<file path="src/hdl/sedh_pkg.sv">
// Shared types, widths and constants for the serpentine error-diffusion halftoner.
// Used by every module of the block but sedh_ram; depends on nothing.
`default_nettype none

package sedh_pkg;

   // Field and register widths
   localparam int PIX_W      = 8;
   localparam int FRAC_W     = 4;
   localparam int ERR_W      = 16;
   localparam int THR_W      = 8;
   localparam int LW_W       = 11;
   localparam int CSR_IDX_W  = 1;
   localparam int CSR_W      = 11;
   localparam int RSP_DATA_W = 8;

   // Corrected value and weighted products, signed
   localparam int CORR_W = 18;
   localparam int PROD_W = 22;

   // Register indexes of the configuration port
   localparam logic [CSR_IDX_W-1:0] REG_THRESHOLD  = 1'd0;
   localparam logic [CSR_IDX_W-1:0] REG_LINE_WIDTH = 1'd1;

   // Register reset values
   localparam logic [THR_W-1:0] THR_RESET = 8'd128;
   localparam logic [LW_W-1:0]  LW_RESET  = 11'd400;

   // A white dot in units of 1/16 grey level
   localparam logic [CORR_W-1:0] WHITE_FX = 18'd4080;

   // Stored error limits
   localparam logic signed [PROD_W-1:0] ERR_MAX_X = PROD_W'(32767);
   localparam logic signed [PROD_W-1:0] ERR_MIN_X = -PROD_W'(32768);

   // Item held in the diffusion stage
   typedef struct packed {
      logic [PIX_W-1:0] pixel;
      logic             frame_start;
      logic             first_row;
      logic             col_zero;
      logic             row_last;
      logic             reverse;
   } stage_ctl_type;

   // Saturate a wide signed value to a stored error
   function automatic logic signed [ERR_W-1:0] sat_err(input logic signed [PROD_W-1:0] v);
      logic signed [ERR_W-1:0] r;
      if (v > ERR_MAX_X) begin
         r = ERR_MAX_X[ERR_W-1:0];
      end else if (v < ERR_MIN_X) begin
         r = ERR_MIN_X[ERR_W-1:0];
      end else begin
         r = v[ERR_W-1:0];
      end
      return r;
   endfunction

endpackage

`default_nettype wire

</file>
<file path="src/hdl/sedh_scan.sv">
// Scan sequencer: column count, row direction, first-row flag, memory read address,
// and the register stage feeding the diffusion datapath. Depends on sedh_pkg.
`default_nettype none

module sedh_scan #(
   parameter int MAX_WIDTH = 1024
) (
   input  wire logic                           clock,
   input  wire logic                           reset,
   input  wire logic                           take,
   input  wire logic                           advance,
   input  wire logic [sedh_pkg::PIX_W-1:0]     pixel,
   input  wire logic                           frame_start,
   input  wire logic [sedh_pkg::LW_W-1:0]      line_width,
   output logic                                stage_valid,
   output sedh_pkg::stage_ctl_type             stage_ctl,
   output logic [$clog2(MAX_WIDTH)-1:0]        stage_pos,
   output logic                                rd_en,
   output logic [$clog2(MAX_WIDTH)-1:0]        rd_addr
);

   localparam int CW    = $clog2(MAX_WIDTH);
   localparam int WW    = $clog2(MAX_WIDTH + 1);
   localparam int CMP_W = (WW > sedh_pkg::LW_W) ? WW : sedh_pkg::LW_W;

   logic [CW-1:0]    col_ff, col_in;
   logic             rev_ff, rev_in;
   logic             first_ff, first_in;
   logic             stage_v_ff, stage_v_in;
   sedh_pkg::stage_ctl_type stage_ctl_ff;
   logic [CW-1:0]    stage_pos_ff;

   logic [CMP_W-1:0] lw_ext;
   logic [CMP_W-1:0] w_sat;
   logic [CW-1:0]    w_last;
   logic [CW-1:0]    col_eff;
   logic             rev_eff;
   logic             first_eff;
   logic [CW-1:0]    cnt;
   logic             last;
   logic [CW-1:0]    pos;

   // Clamp the row width to the supported range
   always_comb begin
      lw_ext = CMP_W'(line_width);
      if (lw_ext < CMP_W'(2)) begin
         w_sat = CMP_W'(2);
      end else if (lw_ext > CMP_W'(MAX_WIDTH)) begin
         w_sat = CMP_W'(MAX_WIDTH);
      end else begin
         w_sat = lw_ext;
      end
      w_last = CW'(w_sat - CMP_W'(1));
   end

   // Position of the incoming pixel; a frame start restarts the scan first
   always_comb begin
      col_eff   = frame_start ? '0   : col_ff;
      rev_eff   = frame_start ? 1'b0 : rev_ff;
      first_eff = frame_start ? 1'b1 : first_ff;
      cnt       = (col_eff > w_last) ? w_last : col_eff;
      last      = (cnt == w_last);
      pos       = rev_eff ? (w_last - cnt) : cnt;
   end

   // Advance the scan on each input transfer
   always_comb begin
      col_in   = col_ff;
      rev_in   = rev_ff;
      first_in = first_ff;
      if (take) begin
         if (last) begin
            col_in   = '0;
            rev_in   = ~rev_eff;
            first_in = 1'b0;
         end else begin
            col_in   = cnt + CW'(1);
            rev_in   = rev_eff;
            first_in = first_eff;
         end
      end
   end

   assign stage_v_in = take | (stage_v_ff & ~advance);

   always_ff @(posedge clock) begin
      if (reset) begin
         col_ff     <= '0;
         rev_ff     <= 1'b0;
         first_ff   <= 1'b1;
         stage_v_ff <= 1'b0;
      end else begin
         col_ff     <= col_in;
         rev_ff     <= rev_in;
         first_ff   <= first_in;
         stage_v_ff <= stage_v_in;
      end
   end

   // Load the diffusion stage
   always_ff @(posedge clock) begin
      if (take) begin
         stage_ctl_ff.pixel       <= pixel;
         stage_ctl_ff.frame_start <= frame_start;
         stage_ctl_ff.first_row   <= first_eff;
         stage_ctl_ff.col_zero    <= (cnt == '0);
         stage_ctl_ff.row_last    <= last;
         stage_ctl_ff.reverse     <= rev_eff;
         stage_pos_ff             <= pos;
      end
   end

   // The first column of a later row takes its error from the corner register
   assign rd_en       = take & ~first_eff & (cnt != '0);
   assign rd_addr     = pos;
   assign stage_valid = stage_v_ff;
   assign stage_ctl   = stage_ctl_ff;
   assign stage_pos   = stage_pos_ff;

endmodule

`default_nettype wire

</file>
<file path="config.mk">
export PLATFORM = sky130hd
export DESIGN_NAME = sedh_scan
export DESIGN_NICKNAME = d
export VERILOG_FILES = /design/src/hdl/sedh_pkg.sv /design/src/hdl/sedh_scan.sv
export SDC_FILE = /design/constraint.sdc
export NUM_CORES = 1
export LEC_CHECK = 0
export ABC_CLOCK_PERIOD_IN_PS = 8430
export BUFFER_PORTS_ARGS = -buffer_cell sky130_fd_sc_hd__buf_2
export CAP_MARGIN = 20
export CORE_MARGIN = 4
export CORE_UTILIZATION = 27
export CTS_CLUSTER_DIAMETER = 80
export DETAILED_ROUTE_END_ITERATION = 8
export PLACE_DENSITY = 0.52
export SKIP_LAST_GASP = 1
export SLEW_MARGIN = 30
export SYNTH_ARGS = -nofsm -noshare
export SYNTH_HDL_FRONTEND = slang
export SYNTH_SLANG_ARGS = --single-unit
export TNS_END_PERCENT = 20
</file>
<file path="constraint.sdc">
create_clock -name clock -period 8.43 [get_ports clock]
set_input_delay 0.4215 -clock clock [delete_from_list [all_inputs] [get_ports clock]]
set_output_delay 0.4215 -clock clock [all_outputs]
set_load 0.02 [all_outputs]
</file>
# Word level (Yosys, flattened, before mapping)
# Index checks and enable logic that the tools add are counted.
[op_classes]
n_mux = 10
eq_ne = 1
reduce_logical = 2
bitwise_logic = 7
add_sub_neg = 3
order_cmp = 3
[op_table]
columns = ["op", "count"]
rows = [
  ["two-way mux 10 bit", 6],
  ["greater-than comparator 11 bit (second input constant)", 1],
  ["< comparator 11 x 2 -> 1 bit (second input constant)", 1],
  ["adder 10 x 1 -> 10 bit (second input constant)", 1],
  ["== test 10 bit", 1],
  ["greater-than comparator 10 bit", 1],
  ["zero test 10 bit", 1],
  ["nonzero test 10 bit", 1],
  ["subtractor 10 x 1 -> 10 bit (second input constant)", 1],
  ["subtractor 10 bit", 1],
  ["two-way mux 1 bit", 4],
  ["bitwise AND 1 bit", 3],
  ["NOT 1 bit", 3],
  ["OR 1 bit", 1],
]
[word_totals]
register_bits = 36
in_bits = 24
out_inout_bits = 35
elab_cells = 37

# Logic depth before layout (Yosys ltp)
[logic_depth]
depth_word = 8
ltp_mapped = 30
ltp_nobuf = 28

# Worst setup path after synthesis
# No wires, ideal clock.
[synth_path]
kind = "input port to output port"
from = "input line_width[5] (netlist bit)"
to = "output rd_addr[9]"
path_stages = 28
arrival_time_ns = 6.317
slack_ns = 1.691
path_buffers = 3
path_cell_list = "or3_1 > buf_2 > or4_1 > o311a_1 > inv_1 > ha_1 > and2_1 > o22ai_1 > nor2_1 > inv_1 > ha_1 > a31oi_1 > o21ai_0 > a31oi_1 > o221ai_1 > o21a_1 > buf_2 > nand2_2 > clkbuf_1 > nor2_1 > a21oi_1 > ha_1 > a21oi_1 > nand2_1 > o221a_2 > a31o_2 > a221o_1 > nand3_1"
[synth_via]
elab_chain_len = 8
[synth_lines]
columns = ["element", "line", "rtl"]
rows = [
  ["from (decl)", "sedh_scan.sv:14", "input wire logic [sedh_pkg::LW_W-1:0] line_width,"],
  ["greater-than comparator 11 bit", "sedh_scan.sv:48", "end else if (lw_ext > CMP_W'(MAX_WIDTH)) begin"],
  ["two-way mux 10 bit", "sedh_scan.sv:48", ""],
  ["two-way mux 10 bit (*)", "sedh_scan.sv:46", "if (lw_ext < CMP_W'(2)) begin"],
  ["subtractor 10 x 1 -> 10 bit (*)", "sedh_scan.sv:53", "w_last = CW'(w_sat - CMP_W'(1));"],
  ["greater-than comparator 10 bit", "sedh_scan.sv:61", "cnt = (col_eff > w_last) ? w_last : col_eff;"],
  ["two-way mux 10 bit", "sedh_scan.sv:61", ""],
  ["subtractor 10 bit", "sedh_scan.sv:63", "pos = rev_eff ? (w_last - cnt) : cnt;"],
  ["two-way mux 10 bit (*)", "sedh_scan.sv:63", ""],
  ["to (decl)", "sedh_scan.sv:19", "output logic [$clog2(MAX_WIDTH)-1:0] rd_addr"],
]
# Every way passes the cells marked *; elsewhere a longest branch is shown, timed or not.

# Worst setup path in the final report
[layout_path]
from = "input line_width[3] (netlist bit)"
to = "output rd_addr[7]"
# Same word-level chain as after synthesis.

==> metrics.yaml <==
routing:
  via_per_inst: 5.361
  drt_first_pass_iters: 4
  drtIter0Drc: 261
  vias: 2959
  wl_um: 9401
  ant_nets: 0
  post-route-drc-count: 0
  wl_per_cell_um: 17.03
hold_path:
  min_path_type: "in2reg"
  min_from: "pixel[6]"
yosys:
  synth_area_leader_cell: "edfxtp_1"
  synth-main-ff-cell: "edfxtp_1"
  yosys.area.top_type_share_pct: 22.70
  seq_area_frac_synth_pct: 31.25
  syn_avg_cell_area_um2: 8.524
  ys_async_sr_fraction_pct: 0
  synth-edff-count: 23
  synth_cells: 357
  yosys-top-cells-area: "edfxtp_1 23%, dfxtp_1 8.6%, ha_1 6.6%, a21oi_1 4.8%, nand3_1 3.8%"
  netlist-cell-type-count: 72
  synth_nets: 398
  ys_ff_latch: 36
  netlist_area_um2: 3043
  ys_warn_count: 0
timing:
  fin_skew_ns: 0.003656
  setup_viol: 0
  drv_slew: 0
  fin_crit_ns: 7.635
  relSlewSlack_pct: 41.84
  grt_setup_unrepaired: "false"
  tns_ns: 0
  setup_ws_ns: 0.7950
  max_freq_ghz: 0.1310
  fin_crit_sh_pct: 90.57
  final_hold_viol_count: 0
  worstMarginPinSlew_ns: 0.8724
critical_path:
  worstSetupPathType: "in2out"
  cp_max_fo: 16
  worst_ep_required_time_ns: 8.01
  cp-end-kind: "output pin"
  r2r_start: "col_ff[6]$_SDFFE_PP0P_"
  start_kind: "input pin"
  cp.arrival_ns: 7.21
  worstSetupStartpoint: "line_width[3]"
global_route:
  grt_first_pass_wirelength_um: 14770
  antenna_found_initial: 0
  grt_usage_pct: 14.16
  grt_max_degree: 45
  grt_pass1_vias: 2716
  grt_overflow_total: 0
cells_and_area:
  drive_gt1_share_pct: 21.36
  nNetsFinal: 452
  final_common_cell: "buf_2"
  diodes: 0
  syn_to_final_growth_pct: 20.44
  ff_latch_area_um2: 950.9
  nFillCells: 1162
  multi_input_area_um2: 1936
  layout_common_cells: "58 x buf_2, 29 x a21oi_1, 26 x nor2_1"
  final_area_um2: 3665
clocking:
  cts-root-buf: "clkbuf_16"
  cts_resized: 0
  worstSkewPairLatency_ns: 0.28
  ctsHoldBuffers: 0
  cts_sinks: 36
  cts_tree: "done"
  cts_setup_buffers: 0
  clock_path_buffers: 2
  path_clk_slew_ns: 0.05
  cts_buffers: 5
  htree_levels: 2
run_status:
  outcome: "completed"
power_and_ir_drop:
  switching_share_pct: 23.56
  p_per_area_nw_per_um2: 151.6
  clockPowerShare_pct: 48.2
  p_int_uw: 424.8
  combPwrFrac_pct: 16.4
  ir_worst_vdd_mv: 0.07863
  p_leak_nw: 1.511
  seqPwrFrac_pct: 35.3
  switching_power_uw: 130.9
run:
  maxCapViolations: 0
floorplan:
  die_w_um: 114.2
  die-area_um2: 13030
  io-pin-count: 59
  rows: 38
  initial_core_util_pct: 27.83
  core_area_um2: 10940
  die_h_um: 114.2
place:
  place.detailed.hpwl_um: 7343
  gp_congestion: 0.9125
  place_area_um2: 3450
  portBuffers: 58
  pre_cts_ws_ns: 0.8372
path summary, 6_finish.rpt:
check	slack, ns	cells after the start	to
worst min-delay path	0.32	1	stage_ctl[11]$_DFFE_PP_
worst max register to register	3.55	18	stage_pos[7]$_DFFE_PP_
worst max-delay path	0.80	28	rd_addr[7]
worst min register to register	0.45	2	col_ff[6]$_SDFFE_PP0P_
layer usage:
metal,up-vias,share of wire (%),GRT usage (%)
li1,1468,-,-
met1,1403,45,19.13
met2,81,48,24.04
met3,7,5.9,2.643
met4,0,0.48,2.138
met5,-,0,0
cell families (layout without fill, tap and decap cells):
family                     Yosys count  in the layout  share of synthesized area [%]
muxes                                9              9                          3.495
buffers and inverters               35             90                          5.139
adders and majority gates           17             17                          7.237
DFF                                 36             36                          31.25
xor gates and xnor gates            10             10                          2.878
and+or+nand+nor                    136            136                          24.92
AOI/OAI and AO/OA                  114            114                          25.08
synth_stat cells, types with 3 or more instances:
master / instances
a21oi_1: 29
nor2_1: 26
nand2_1: 24
edfxtp_1: 23
nand3_1: 23
inv_1: 20
o21ai_0: 19
ha_1: 16
dfxtp_1: 13
nor3_1: 12
a31oi_1: 10
nand2b_1: 10
clkbuf_1: 7
mux2i_1: 7
nor2b_1: 6
o211ai_1: 6
xnor2_1: 6
nand4_1: 5
o31ai_1: 5
a21o_1: 4
a221o_1: 4
or3_1: 4
xor2_1: 4
a21boi_0: 3
and3_1: 3
and4_1: 3
buf_6: 3
o221ai_1: 3
or2_2: 3
sequential cells by signal, summed over array words and instances (netlist names):
register / flops
rev_ff: 1
stage_valid: 1
col_ff: 10
stage_pos: 10
first_ff: 1
stage_ctl: 13
power by group through the flow:
stage                     Clock, mW  Sequential, mW  Combinational (mW)
after floorplan                   0           0.209              0.0511
after global placement            0           0.200              0.0901
after detailed placement          0           0.200              0.0907
after CTS                     0.276           0.196              0.0913
after global routing          0.283           0.197               0.101
final                         0.268           0.196              0.0913
layout make-up:
cell class              instances  share of cell area [%]
clock buffers                   5                   3.414
well taps                     140                   4.780
multi-input cells             286                   52.82
inverters                      22                   2.253
clock inverters                 3                   2.458
flip-flops and latches         36                   25.95
repair buffers                 60                   8.331
stage by stage:
step | power, mW | cells | hold WS, ns | utilization, %
2_1_floorplan | 0.2597 | 357 | 0.4173 | -
3_3_place_gp | 0.2901 | 544 | 0.4398 | 31.54
3_5_place_dp | 0.2908 | 544 | 0.4440 | 31.54
4_1_cts | 0.5635 | 552 | 0.3101 | 33.51
5_1_grt | 0.5802 | 552 | 0.3058 | 33.51
6_report | 0.5557 | 552 | 0.3179 | 33.51
critical path, stage by stage:
cell and delay, ns:
buf_2 0.13, or3_1 0.49, or4_1 0.54, o311a_1 0.35, inv_1 0.12, ha_1 0.22, and2_1 0.23, o22ai_1 0.11
nor2_1 0.37, inv_1 0.09, ha_1 0.34, nand3_1 0.07, o21ai_0 0.16, a31oi_1 0.09, o221ai_1 0.28, o21ai_2 0.08
buf_4 0.21, nor2_8 0.24, mux2i_2 0.51, ha_1 0.38, a21o_1 0.22, a21oi_1 0.39, nor3_1 0.08, a221o_1 0.36
a31oi_1 0.14, a21oi_1 0.09, a311o_1 0.32, buf_2 0.17
No activity file was read; power rests on OpenSTA's default activity.
