$ cat src/hdl/sedh_pkg.sv
// Shared types, widths and constants for the serpentine error-diffusion halftoner.
// Used by every module of the block but sedh_ram; depends on nothing.
`default_nettype none

package sedh_pkg;

   // Field and register widths
   localparam int PIX_W      = 8;
   localparam int FRAC_W     = 4;
   localparam int ERR_W      = 16;
   localparam int THR_W      = 8;
   localparam int LW_W       = 11;
   localparam int CSR_IDX_W  = 1;
   localparam int CSR_W      = 11;
   localparam int RSP_DATA_W = 8;

   // Corrected value and weighted products, signed
   localparam int CORR_W = 18;
   localparam int PROD_W = 22;

   // Register indexes of the configuration port
   localparam logic [CSR_IDX_W-1:0] REG_THRESHOLD  = 1'd0;
   localparam logic [CSR_IDX_W-1:0] REG_LINE_WIDTH = 1'd1;

   // Register reset values
   localparam logic [THR_W-1:0] THR_RESET = 8'd128;
   localparam logic [LW_W-1:0]  LW_RESET  = 11'd400;

   // A white dot in units of 1/16 grey level
   localparam logic [CORR_W-1:0] WHITE_FX = 18'd4080;

   // Stored error limits
   localparam logic signed [PROD_W-1:0] ERR_MAX_X = PROD_W'(32767);
   localparam logic signed [PROD_W-1:0] ERR_MIN_X = -PROD_W'(32768);

   // Item held in the diffusion stage
   typedef struct packed {
      logic [PIX_W-1:0] pixel;
      logic             frame_start;
      logic             first_row;
      logic             col_zero;
      logic             row_last;
      logic             reverse;
   } stage_ctl_type;

   // Saturate a wide signed value to a stored error
   function automatic logic signed [ERR_W-1:0] sat_err(input logic signed [PROD_W-1:0] v);
      logic signed [ERR_W-1:0] r;
      if (v > ERR_MAX_X) begin
         r = ERR_MAX_X[ERR_W-1:0];
      end else if (v < ERR_MIN_X) begin
         r = ERR_MIN_X[ERR_W-1:0];
      end else begin
         r = v[ERR_W-1:0];
      end
      return r;
   endfunction

endpackage

`default_nettype wire

$ cat src/hdl/sedh_diffuse.sv
// Diffusion datapath: corrects the pixel, thresholds it, splits the error into
// Floyd-Steinberg shares and writes the next-row error back. Depends on sedh_pkg.
`default_nettype none

module sedh_diffuse #(
   parameter int MAX_WIDTH = 1024
) (
   input  wire logic                          clock,
   input  wire logic                          reset,
   input  wire logic                          advance,
   input  wire logic [sedh_pkg::THR_W-1:0]    threshold,
   input  wire sedh_pkg::stage_ctl_type       stage_ctl,
   input  wire logic [$clog2(MAX_WIDTH)-1:0]  stage_pos,
   input  wire logic [sedh_pkg::ERR_W-1:0]    rd_data,
   output logic                               wr_en,
   output logic [$clog2(MAX_WIDTH)-1:0]       wr_addr,
   output logic [sedh_pkg::ERR_W-1:0]         wr_data,
   output logic                               dot_on,
   output logic                               row_end
);

   localparam int CW     = $clog2(MAX_WIDTH);
   localparam int ERR_W  = sedh_pkg::ERR_W;
   localparam int CORR_W = sedh_pkg::CORR_W;
   localparam int PROD_W = sedh_pkg::PROD_W;
   localparam int FRAC_W = sedh_pkg::FRAC_W;

   logic signed [ERR_W-1:0] ahead_ff, ahead_in;
   logic signed [ERR_W-1:0] near_ff, near_in;
   logic signed [ERR_W-1:0] far_ff, far_in;
   logic signed [ERR_W-1:0] corner_ff;

   logic signed [ERR_W-1:0]  ahead_cur, near_cur, far_cur, below;
   logic signed [CORR_W-1:0] pix_fx, thr_fx, corr, err;
   logic                     white;
   logic signed [PROD_W-1:0] e_x, p7, p5, p3, s7, s5, s3, s1;
   logic signed [ERR_W-1:0]  behind_val, near_new, far_new, ahead_new;

   // Pending shares, dropped at a frame start
   always_comb begin
      ahead_cur = stage_ctl.frame_start ? '0 : ahead_ff;
      near_cur  = stage_ctl.frame_start ? '0 : near_ff;
      far_cur   = stage_ctl.frame_start ? '0 : far_ff;
      if (stage_ctl.first_row) begin
         below = '0;
      end else if (stage_ctl.col_zero) begin
         below = corner_ff;
      end else begin
         below = $signed(rd_data);
      end
   end

   // Correct and threshold
   always_comb begin
      pix_fx = CORR_W'({stage_ctl.pixel, {FRAC_W{1'b0}}});
      thr_fx = CORR_W'({threshold, {FRAC_W{1'b0}}});
      corr   = pix_fx + CORR_W'(ahead_cur) + CORR_W'(below);
      white  = (corr > thr_fx);
      err    = white ? (corr - $signed(sedh_pkg::WHITE_FX)) : corr;
   end

   // Weighted shares, floored by an arithmetic shift
   always_comb begin
      e_x = PROD_W'(err);
      p7  = (e_x <<< 3) - e_x;
      p5  = (e_x <<< 2) + e_x;
      p3  = (e_x <<< 1) + e_x;
      s7  = p7 >>> FRAC_W;
      s5  = p5 >>> FRAC_W;
      s3  = p3 >>> FRAC_W;
      s1  = e_x >>> FRAC_W;
      behind_val = sedh_pkg::sat_err(PROD_W'(near_cur) + s3);
      near_new   = sedh_pkg::sat_err(PROD_W'(far_cur) + s5);
      far_new    = sedh_pkg::sat_err(s1);
      ahead_new  = sedh_pkg::sat_err(s7);
   end

   // Hand the column behind its final share
   assign wr_en   = advance & ~stage_ctl.col_zero;
   assign wr_addr = stage_ctl.reverse ? (stage_pos + CW'(1)) : (stage_pos - CW'(1));
   assign wr_data = behind_val;

   // Carry shares forward; drop them at the end of a row
   always_comb begin
      ahead_in = ahead_ff;
      near_in  = near_ff;
      far_in   = far_ff;
      if (advance) begin
         if (stage_ctl.row_last) begin
            ahead_in = '0;
            near_in  = '0;
            far_in   = '0;
         end else begin
            ahead_in = ahead_new;
            near_in  = near_new;
            far_in   = far_new;
         end
      end
   end

   always_ff @(posedge clock) begin
      if (reset) begin
         ahead_ff <= '0;
         near_ff  <= '0;
         far_ff   <= '0;
      end else begin
         ahead_ff <= ahead_in;
         near_ff  <= near_in;
         far_ff   <= far_in;
      end
   end

   // Hold the last column's error for the first pixel of the next row
   always_ff @(posedge clock) begin
      if (advance && stage_ctl.row_last) begin
         corner_ff <= near_new;
      end
   end

   assign dot_on  = white;
   assign row_end = stage_ctl.row_last;

endmodule

`default_nettype wire

$ cat config.mk
export PLATFORM = sky130hd
export DESIGN_NAME = sedh_diffuse
export DESIGN_NICKNAME = d
export VERILOG_FILES = /design/src/hdl/sedh_pkg.sv /design/src/hdl/sedh_diffuse.sv
export SDC_FILE = /design/constraint.sdc
export NUM_CORES = 1
export LEC_CHECK = 0
export ABC_AREA = 1
export BUFFER_PORTS_ARGS = -buffer_cell sky130_fd_sc_hd__buf_2
export CAP_MARGIN = 20
export CORE_MARGIN = 4
export CORE_UTILIZATION = 30
export CTS_CLUSTER_DIAMETER = 150
export CTS_CLUSTER_SIZE = 16
export DETAILED_ROUTE_END_ITERATION = 7
export PLACE_DENSITY_LB_ADDON = 0.08
export SLEW_MARGIN = 30
export SYNTH_ARGS = -nofsm -noshare
export SYNTH_HDL_FRONTEND = slang
export SYNTH_SLANG_ARGS = --single-unit
export TNS_END_PERCENT = 100
$ cat constraint.sdc
create_clock -name clock -period 13.3 [get_ports clock]
set_clock_uncertainty 0.05 [all_clocks]
set_input_delay 1.33 -clock clock [delete_from_list [all_inputs] [get_ports clock]]
set_output_delay 1.33 -clock clock [all_outputs]
set_load 0.02 [all_outputs]
# Yosys cells after proc, flatten, opt, wreduce, memory -nomap -nowiden
# Index checks and enable logic that the tools add are counted.
# op_classes
n_addsub,10
n_lt_le_gt_ge,9
n_mux,18
bitwise_logic,2
n_reduce_logical,1
# ops
cell,n
$mux W16,16
$gt A18 B16 Y1 const B,2
$lt A18 B16 Y1 const B,2
$sub A21 B18 Y22,1
$add A20 B18 Y21,1
$add A19 B18 Y20,1
$add A16 B17 Y18,1
$add A17 B16 Y18,1
$gt A18 B13 Y1,1
$mux W18,1
$sub A18 B13 Y18 const B,1
$add A13 B16 Y17,1
$add A16 B16 Y17,1
$gt A17 B16 Y1 const B,1
$lt A17 B16 Y1 const B,1
$gt A14 B16 Y1 const B,1
$lt A14 B16 Y1 const B,1
$add A10 B1 Y10 const B,1
$mux W10,1
$sub A10 B1 Y10 const B,1
$and A1 B1 Y1,1
$logic_and A1 B1 Y1,1
$not A1 Y1,1
# word_totals
reg_bits,64
in_bits,50
output_inout_bits,29
word_cells,44

# Logic depth before layout (Yosys ltp)
# Gate-level depths: netlist of run 1.
# logic_depth
depth_word,11
ltp_mapped,66
depth_no_buf,63

# Worst setup path after synthesis of run 1
# No wires, ideal clock.
# synth_timing
path_type,input to output
start,input stage_ctl[2] (netlist name)
end,output wr_data[10] (netlist name)
arrival_time_ps,8723
slack_ps,3197
cell_stages,53
path_buffers,4
cell_sequence,clkbuf_1 > inv_1 > clkbuf_1 > nand2_1 > a21oi_1 > fa_1 > ha_1 > nand2_1 > nor2_1 > nand2_1 > nand2_1 > nand2_1 > nand2_1 > inv_1 > ha_1 > nand2_1 > nor4_1 > a21oi_1 > [17 not listed] > ha_1 > nand2_1 > nor3_1 > nand2_1 > o211ai_1 > a21oi_1 > o21bai_1 > a21oi_1 > o21bai_1 > a21oi_1 > o21bai_1 > a21oi_1 > nor2_1 > nor2_1 > xor2_1 > nor2_1 > clkbuf_1 > o21ai_0
# synth_between
elab_chain_cells,10
elab_cells_between_ends,12
cone_classes,add/sub (4); order compare (3); mux (5)
# synth_lines
element,line_no,text
from (decl),sedh_diffuse.sv:12,"input wire sedh_pkg::stage_ctl_type stage_ctl,"
$mux W16 *,sedh_diffuse.sv:46,end else if (stage_ctl.col_zero) begin
$mux W16 *,sedh_diffuse.sv:44,if (stage_ctl.first_row) begin
$add A17 B16 Y18 *,sedh_diffuse.sv:57,corr = pix_fx + CORR_W'(ahead_cur) + CORR_W'(below);
$sub A18 B13 Y18 / $gt A18 B13 Y1 (equally long branches),"sedh_diffuse.sv:59, sedh_diffuse.sv:58",
$mux W18 *,sedh_diffuse.sv:59,err = white ? (corr - $signed(sedh_pkg::WHITE_FX)) : corr;
$add A19 B18 Y20 *,sedh_diffuse.sv:67,p3 = (e_x <<< 1) + e_x;
$add A16 B16 Y17 *,sedh_diffuse.sv:72,behind_val = sedh_pkg::sat_err(PROD_W'(near_cur) + s3);
$lt A17 B16 Y1,sedh_pkg.sv:51,end else if (v < ERR_MIN_X) begin
$mux W16,sedh_pkg.sv:51,
$mux W16 *,sedh_pkg.sv:49,if (v > ERR_MAX_X) begin
to (decl),sedh_diffuse.sv:17,"output logic [sedh_pkg::ERR_W-1:0] wr_data,"
# Mark *: on every way between the ends. The rest lies on a longest branch, timed or not.

# Final worst setup path of run 1
# layout_timing
start,input stage_ctl[2] (netlist name)
end,output wr_data[11] (netlist name)
# The elaborated chain is that of the path after synthesis.

==> flow_summary.ini, run 1 <==
[sta]
slew_violations = 0
setup_slack_ns = 1.95
tightest_slew_ns = 0.730
max_slew_margin_pct = 51.2
min_period_ns = 11.35
hold_violations = 0
post-route-period-util_pct = 85.4
rsz0062_at_grt = false
finalSetupViolCount = 0
max_freq_mhz = 88.1
setup_tns_ns = 0

[critical_path]
startpoint = stage_ctl[2]
path_max_fanout = 18
crit_type = in -> out
cp-end-kind = output pin
r2r_cells = 46
arrival_ns = 9.97
r2r_slack_ns = 4.17
crit_top_cell = nand2_1
cp-start-kind = input pin
worstPathRequired_ns = 11.92
slowest_stage = nor2_1
endpoint = wr_data[11]
r2r_end = corner_ff[11]$_DFFE_PP_
reg2reg_from = corner_ff[6]$_DFFE_PP_
critPathMaxStageDelay_ns = 0.51

[finish]
final_layout_size_suffix_gt1_share_pct = 10.7
nets = 1727
regArea_sq_um = 1400
antenna_cells = 0
multi_input_area_sq_um = 6780
nFillCells = 3389
area_growth_pct = 11.6
fin_util_pct = 33.9

[grt]
grt_max_degree = 49
grt_pass1_vias = 8733
grt.total_usage_pct = 18.0
grt_overflow = 0
antenna_found_initial = 0
grt_pass1_wl_microns = 48200

[clock_tree]
cts.hold.buffers_added = 0
cts_sinks = 62
cts-root-buf = clkbuf_16
clock_latency_ns = 0.34
tritoncts = yes
post_cts_buffers = 0
clockBufferDepth = 2
clk_pin_slew_ns = 0.06
cts_made_buffers = 9
cts_resized = 0
h-tree-depth = 3

[outcome]
status = finished clean

[flow_run]
maxCapViolations = 0

[synthesis]
synth_nets = 1669
avgSynthCellArea_sq_um = 6.20
yosysWarnings = 0
ys_ff_latch = 62
syn_area_sq_um = 9260
synth_cells = 1494
synth.distinct_cells = 56
ys_seq_area_share_pct = 15.1

[floorplanning]
ios = 79
start_util_pct = 30.4
num_rows = 64
die-area_sq_um = 33800
coreArea_sq_um = 30500
die_x_microns = 184
die_h_microns = 184

[routing]
firstDrtPassIters = 5
drc = 0
via_per_inst = 4.70
drt-initial-drc-count = 552
vias = 9183
ant_nets = 0
routedWlPerCell_microns = 15.8
drt-total-wl_microns = 30900

[worst_hold_path]
hp-start = near_ff[1]$_SDFFE_PP0P_
holdCritPathClass = reg -> reg

[placement]
gp_congestion = 0.846
io_buffer_count = 78
pre_cts_ws_ns = 2.01
dp_hpwl_microns = 25800
==> registers in the layout (all words and copies together) (netlist names) <==
| name | cells |
|---|---|
| ahead_ff | 16 |
| corner_ff | 16 |
| far_ff | 14 |
| near_ff | 16 |
==> how the worst min path moves through the flow <==
stage,endpoint,slack [ns],cells after the start
floorplan,ahead_ff[0]$_SDFFE_PP0P_,0.40,2
finish,near_ff[1]$_SDFFE_PP0P_,0.41,2
detailed placement,near_ff[1]$_SDFFE_PP0P_,0.41,2
global placement,near_ff[1]$_SDFFE_PP0P_,0.40,2
global route,far_ff[1]$_SDFFE_PP0P_,0.43,2
CTS,near_ff[1]$_SDFFE_PP0P_,0.42,2
==> layout by cell type (no fill, tap or decap), drive strengths merged, types with 14 or more instances in the layout <==
cell	n
a21oi	140
buf	83
dfxtp	46
edfxtp	16
ha	113
inv	246
nand2	455
nand3	65
nand4	17
nor2	137
nor3	14
o21ai	58
o21bai	14
xor2	70
==> logic make-up (layout without fill, tap and decap cells) <==
kind of cell | Yosys count | in the layout | share of synthesized area (%)
AND/OR/NAND/NOR | 708 | 708 | 32.8
buffers and inverters | 279 | 342 | 11.7
AO/OA/AOI/OAI | 237 | 237 | 14.4
adder cells (fa/ha/maj) | 125 | 125 | 17.9
XOR/XNOR | 83 | 83 | 8.13
flip-flops | 62 | 62 | 15.1
==> critical path: cells and delay by family <==
family	cells	cell delay (ns)
buf+inv	5	1.02
xor+xnor	4	1.10
compound gates	12	1.90
simple gates	23	2.60
fa+ha+maj	6	2.04
==> area by class of cell <==
class | instances | share of cell area (%)
inverter | 243 | 8.82
clock buffer | 11 | 2.66
sequential | 62 | 13.6
tap | 396 | 4.79
timing repair buffer | 83 | 4.16
clock inverter | 5 | 0.423
multi-input combinational | 1153 | 65.6
==> metal layers <==
layer	GRT usage [%]	vias up	share of wire, %
met5	0	-	0
met4	2.40	0	0.97
met3	1.70	13	3.3
met2	28.9	153	44
met1	26.9	4144	52
li1	-	4873	-
==> cells in the mapped netlist, drive strengths merged <==
library cell / instances / area share, %
a211oi: 1 / 0.081
a21boi: 2 / 0.16
a21o: 3 / 0.24
a21oi: 140 / 7.8
a221oi: 1 / 0.095
a22oi: 2 / 0.16
a31o: 1 / 0.095
a31oi: 3 / 0.20
and2: 2 / 0.14
and3: 2 / 0.14
buf: 14 / 0.97
clkbuf: 22 / 0.89
dfxtp: 46 / 9.9
edfxtp: 16 / 5.2
fa: 12 / 2.6
ha: 113 / 15
inv: 243 / 9.8
nand2: 455 / 19
nand3: 65 / 4.0
nand3b: 7 / 0.57
nand4: 17 / 1.1
nor2: 137 / 5.9
nor2b: 2 / 0.14
nor3: 14 / 0.81
nor3b: 1 / 0.081
nor4: 3 / 0.20
o2111ai: 2 / 0.19
o211ai: 3 / 0.24
o21a: 2 / 0.16
o21ai: 58 / 3.3
o21bai: 14 / 1.2
o221ai: 2 / 0.19
o31a: 1 / 0.11
o31ai: 2 / 0.16
or2: 3 / 0.23
xnor2: 13 / 1.2
xor2: 70 / 6.9
==> through the flow <==
stage,instance area [sq um],cells,hold slack [ns]
detailed placement,10000,1937,0.406
finish,10300,1953,0.413
global placement,10000,1937,0.404
global route,10300,1953,0.430
floorplan,9260,1494,0.395
CTS,10300,1953,0.415
Power of run 1 is left out: the tool's default activity adds up to more than one toggle a clock period on the data nets, which glitch-free logic cannot reach.
==> run 2: changes to the inputs <==
--- a/config.mk
+++ b/config.mk
@@ -13,7 +13,7 @@
 export CTS_CLUSTER_DIAMETER = 150
 export CTS_CLUSTER_SIZE = 16
 export DETAILED_ROUTE_END_ITERATION = 7
-export PLACE_DENSITY_LB_ADDON = 0.08
+export PLACE_DENSITY = 0.49
 export SLEW_MARGIN = 30
 export SYNTH_ARGS = -nofsm -noshare
 export SYNTH_HDL_FRONTEND = slang
==> run 2 against run 1 <==
  * Register-to-register slack worse by 0.22 ns
  * Global-route usage shrank 0.97 points
  * Sequential share of layout area hardly changed
  * First-iteration DRC count decreased by 1.8%
  * Critical path depth down 1
  * Sequential cell count unchanged
  * Die area did not move
  * Count of clock-buffer cells in the layout is 2 lower
  * Design area shrank 0.19%
  * Via count increased by 0.97%
  * Utilization shrank 0.066 points
  * Routed wire length shrank 6.3%
  * Critical path type unchanged
  * Critical endpoint unchanged
==> flow_summary.ini, run 2 (synthesis gave the netlist of run 1 again) <==
[routing]
ant_nets = 0
top_layer = met4
routedWlPerCell_microns = 14.8
drt-total-wl_microns = 28900
vias = 9272
via_per_inst = 4.75
firstDrtPassIters = 5
drt-initial-drc-count = 542
wl_met3_microns = 1290
wl_met1_microns = 14200
dr_wl_met2_microns = 12900
drc = 0

[finish]
final_layout_size_suffix_gt1_share_pct = 10.7
layout_common_cells = nand2_1 (424), inv_1 (241), a21oi_1 (134), nor2_1 (128), ha_1 (113)
final_common_cell = nand2_1
fin_util_pct = 33.8
antenna_cells = 0
top_regs = ahead_ff x16, corner_ff x16, near_ff x16
fin_area_sq_um = 10300
nets = 1726
area_growth_pct = 11.4

[grt]
grt_overflow = 0
grt.total_usage_pct = 17.0
antenna_found_initial = 0
grt_pass1_wl_microns = 46400
grt_pass1_vias = 8913
grt_max_degree = 49

[critical_path]
worstPathRequired_ns = 11.92
critPathMaxStageDelay_ns = 0.53
crit_type = in -> out
arrival_ns = 9.99
cp-start-kind = input pin
slowest_stage = nor2_1
path_max_fanout = 18
crit_top_cell = nand2_1
cp-end-kind = output pin

[clock_tree]
cts_made_buffers = 9
cts-root-buf = clkbuf_16
clockBufferDepth = 2
cts_sinks = 62
post_cts_buffers = 0
cts_resized = 0
tritoncts = yes
h-tree-depth = 3
clock_latency_ns = 0.35
cts.hold.buffers_added = 0
clk_pin_slew_ns = 0.07

[floorplanning]
die_x_microns = 184
die_h_microns = 184
die-area_sq_um = 33800
coreArea_sq_um = 30500
start_util_pct = 30.4
ios = 79
num_rows = 64

[sta]
tightest_slew_ns = 0.936
setup_tns_ns = 0
slew_violations = 0
post-route-period-util_pct = 85.5
hold_violations = 0
min_period_ns = 11.37
rsz0062_at_grt = false
max_freq_mhz = 88.0
max_slew_margin_pct = 37.4
holdWs_ns = 0.416
finalSetupViolCount = 0

[worst_hold_path]
holdCritPathClass = reg -> reg

[outcome]
status = finished clean

[placement]
dpl-instance-area_sq_um = 10000
gp_congestion = 0.904
io_buffer_count = 78
dp_hpwl_microns = 24100

[flow_run]
maxCapViolations = 0
-- run 2: cell types whose count changed in the layout (fill, tap and decap cells not counted), sizes merged --
cell and change:
clkbuf -2, buf -1, bufinv +1, clkinv +1
clkinvlp +1, inv -1
-- run 2: final timing paths --
check	slack [ns]	cells past startpoint	endpoint	startpoint
max reg2reg	3.95	49	corner_ff[12]$_DFFE_PP_	corner_ff[8]$_DFFE_PP_
max	1.93	49	wr_data[11]	stage_ctl[2]
min	0.42	2	near_ff[15]$_SDFFE_PP0P_	near_ff[15]$_SDFFE_PP0P_
min reg2reg	0.42	2	near_ff[15]$_SDFFE_PP0P_	near_ff[15]$_SDFFE_PP0P_
-- run 2: metal layers --
| layer | GRT usage [%] | up-vias |
|---|---|---|
| met4 | 3.43 | 0 |
| met1 | 23.4 | 4199 |
| met3 | 2.65 | 28 |
| met5 | 0 | - |
| li1 | - | 4862 |
| met2 | 28.4 | 183 |
-- run 2: area by class of cell --
cell class	instances	area, sq um
inverter	243	912
sequential	62	1400
fill	3423	20200
tap	396	495
clock inverter	7	81.3
multi-input combinational	1153	6780
clock buffer	9	225
timing repair buffer	82	423
-- run 2: worst max-delay path, delay by kind of cell --
kind            cells  cell delay [ns]
compound gates     12             1.88
simple gates       23             3.18
xor+xnor            3             0.58
fa+ha+maj           5             1.92
buf+inv             6             1.09
-- run 2: through the flow --
step           std cells  setup WS [ns]
2_1_floorplan       1494           3.20
4_1_cts             1952           1.95
6_report            1952           1.93
3_5_place_dp        1936           1.97
5_1_grt             1952          0.893
3_3_place_gp        1936           2.17
Power of run 2 is left out for the same reason.
==> run 3: changes to the inputs <==
--- a/config.mk
+++ b/config.mk
@@ -8,12 +8,14 @@
 export ABC_AREA = 1
 export BUFFER_PORTS_ARGS = -buffer_cell sky130_fd_sc_hd__buf_2
 export CAP_MARGIN = 20
+export CELL_PAD_IN_SITES_DETAIL_PLACEMENT = 2
+export CELL_PAD_IN_SITES_GLOBAL_PLACEMENT = 2
 export CORE_MARGIN = 4
-export CORE_UTILIZATION = 30
+export CORE_UTILIZATION = 36
 export CTS_CLUSTER_DIAMETER = 150
 export CTS_CLUSTER_SIZE = 16
 export DETAILED_ROUTE_END_ITERATION = 7
-export PLACE_DENSITY = 0.49
+export PLACE_DENSITY = 0.91
 export SLEW_MARGIN = 30
 export SYNTH_ARGS = -nofsm -noshare
 export SYNTH_HDL_FRONTEND = slang
==> run 3 against run 2 <==
  * Worst hold slack better by 0.013 ns
  * Register-to-register slack got worse by 1.8 ns
  * Sequential share of layout area rose by 0.063 points
  * Critical path type unchanged
  * Highest routed layer unchanged
==> flow_summary.ini, run 3 (synthesis gave the netlist of run 1 again) <==
[outcome]
status = finished clean

[routing]
ant_nets = 0
drt-initial-drc-count = 821
firstDrtPassIters = 5
vias = 10963
drt-total-wl_microns = 49900
routedWlPerCell_microns = 26.5
drc = 0
via_per_inst = 5.81

[sta]
hold_violations = 0
slew_violations = 0
post-route-period-util_pct = 97.9
setup_tns_ns = 0
tightest_slew_ns = 1.04
min_period_ns = 13.02
max_slew_margin_pct = 30.5
finalSetupViolCount = 0
max_freq_mhz = 76.8

[finish]
regArea_sq_um = 1400
layout_common_cells = nand2_1 (423), inv_1 (240), a21oi_1 (134), nor2_1 (127), ha_1 (113)
nFillCells = 3162
final_common_cell = nand2_1
top_regs = ahead_ff x16, corner_ff x16, near_ff x16
nets = 1726
area_growth_pct = 10.9
multi_input_area_sq_um = 6790
antenna_cells = 0
final_layout_size_suffix_gt1_share_pct = 10.9

[floorplanning]
ios = 79
die_x_microns = 168
start_util_pct = 36.7
num_rows = 58
die_h_microns = 168
coreArea_sq_um = 25300
die-area_sq_um = 28400

[grt]
grt_overflow = 0
grt_pass1_wl_microns = 73100
antenna_found_initial = 1
grt_use_met2_pct = 61.1
grt.met1_usage_pct = 36.3
grt_pass1_vias = 12393
grt_max_degree = 49
grt_util_met3_pct = 4.93
grt.total_usage_pct = 33.1
grt.busiest_layer = met2

[critical_path]
crit_type = in -> out
cp-start-kind = input pin
worstPathRequired_ns = 11.92
crit_top_cell = nand2_1
path_max_fanout = 44
arrival_ns = 11.64
slowest_stage = buf_2
cp-end-kind = output pin
critPathMaxStageDelay_ns = 0.78

[placement]
io_buffer_count = 78
gp_congestion = 0.839
dp_hpwl_microns = 34700

[clock_tree]
clockBufferDepth = 2
clk_pin_slew_ns = 0.06
clock_latency_ns = 0.37
cts-root-buf = clkbuf_16
cts.hold.buffers_added = 0
tritoncts = yes
h-tree-depth = 3
cts_made_buffers = 9
cts_sinks = 62

[flow_run]
maxCapViolations = 0

[worst_hold_path]
holdCritPathClass = reg -> reg
## run 3: changes by cell type in the layout (fill, tap and decap cells not counted), sizes merged
cell | before | now
bufinv | 1 | 2
clkinv | 3 | 2
## run 3: stage by stage
| step | area (sq um) | util, % | instances | worst slack, ns | hold slack, ns |
|---|---|---|---|---|---|
| after global placement | 9920 | 39.3 | 1869 | 2.25 | 0.403 |
| after detailed placement | 9920 | 39.3 | 1869 | 0.918 | 0.418 |
| after global routing | 10300 | 40.7 | 1886 | -0.126 | 0.449 |
| final | 10300 | 40.7 | 1886 | 0.277 | 0.428 |
| after floorplan | 9260 | - | 1494 | 3.20 | 0.395 |
| after CTS | 10300 | 40.6 | 1885 | 0.456 | 0.426 |
## run 3: area by class of cell
class	instances	share of cell area [%]
Timing Repair Buffer	82	4.12
Clock inverter	7	1.01
Tap cell	330	4.02
Sequential cell	62	13.6
Multi-Input combinational cell	1153	66.1
Inverter	243	8.91
Clock buffer	9	2.19
## run 3: worst max-delay path, delay by kind of cell
family                   cells  cell delay [ns]
AO/OA/AOI/OAI               11             2.67
XOR/XNOR                     2             0.51
adder cells (fa/ha/maj)      5             2.24
buffers and inverters        5             1.50
AND/OR/NAND/NOR             22             3.34
## run 3: final timing paths
path,from,to,slack [ns],cells past startpoint
hold reg to reg,far_ff[12]$_SDFFE_PP0P_,far_ff[12]$_SDFFE_PP0P_,0.43,2
hold / removal,far_ff[12]$_SDFFE_PP0P_,far_ff[12]$_SDFFE_PP0P_,0.43,2
setup reg to reg,corner_ff[8]$_DFFE_PP_,near_ff[14]$_SDFFE_PP0P_,2.18,44
setup / recovery,stage_ctl[4],wr_data[11],0.28,45
## run 3: repair_timing
| action | in CTS | in global routing |
|---|---|---|
| endpoints found under the setup margin | 0 | 15 |
| resized for setup | 0 | 3 |
| setup buffers | 0 | 1 |
| endpoints found under the hold margin | 0 | 0 |
## run 3: routing by layer
layer | up-vias | wire length [microns]
met5 | - | 0
met4 | 0 | 2820
met3 | 186 | 2310
met2 | 457 | 25400
met1 | 5458 | 19400
li1 | 4862 | -
Power of run 3 is left out for the same reason.
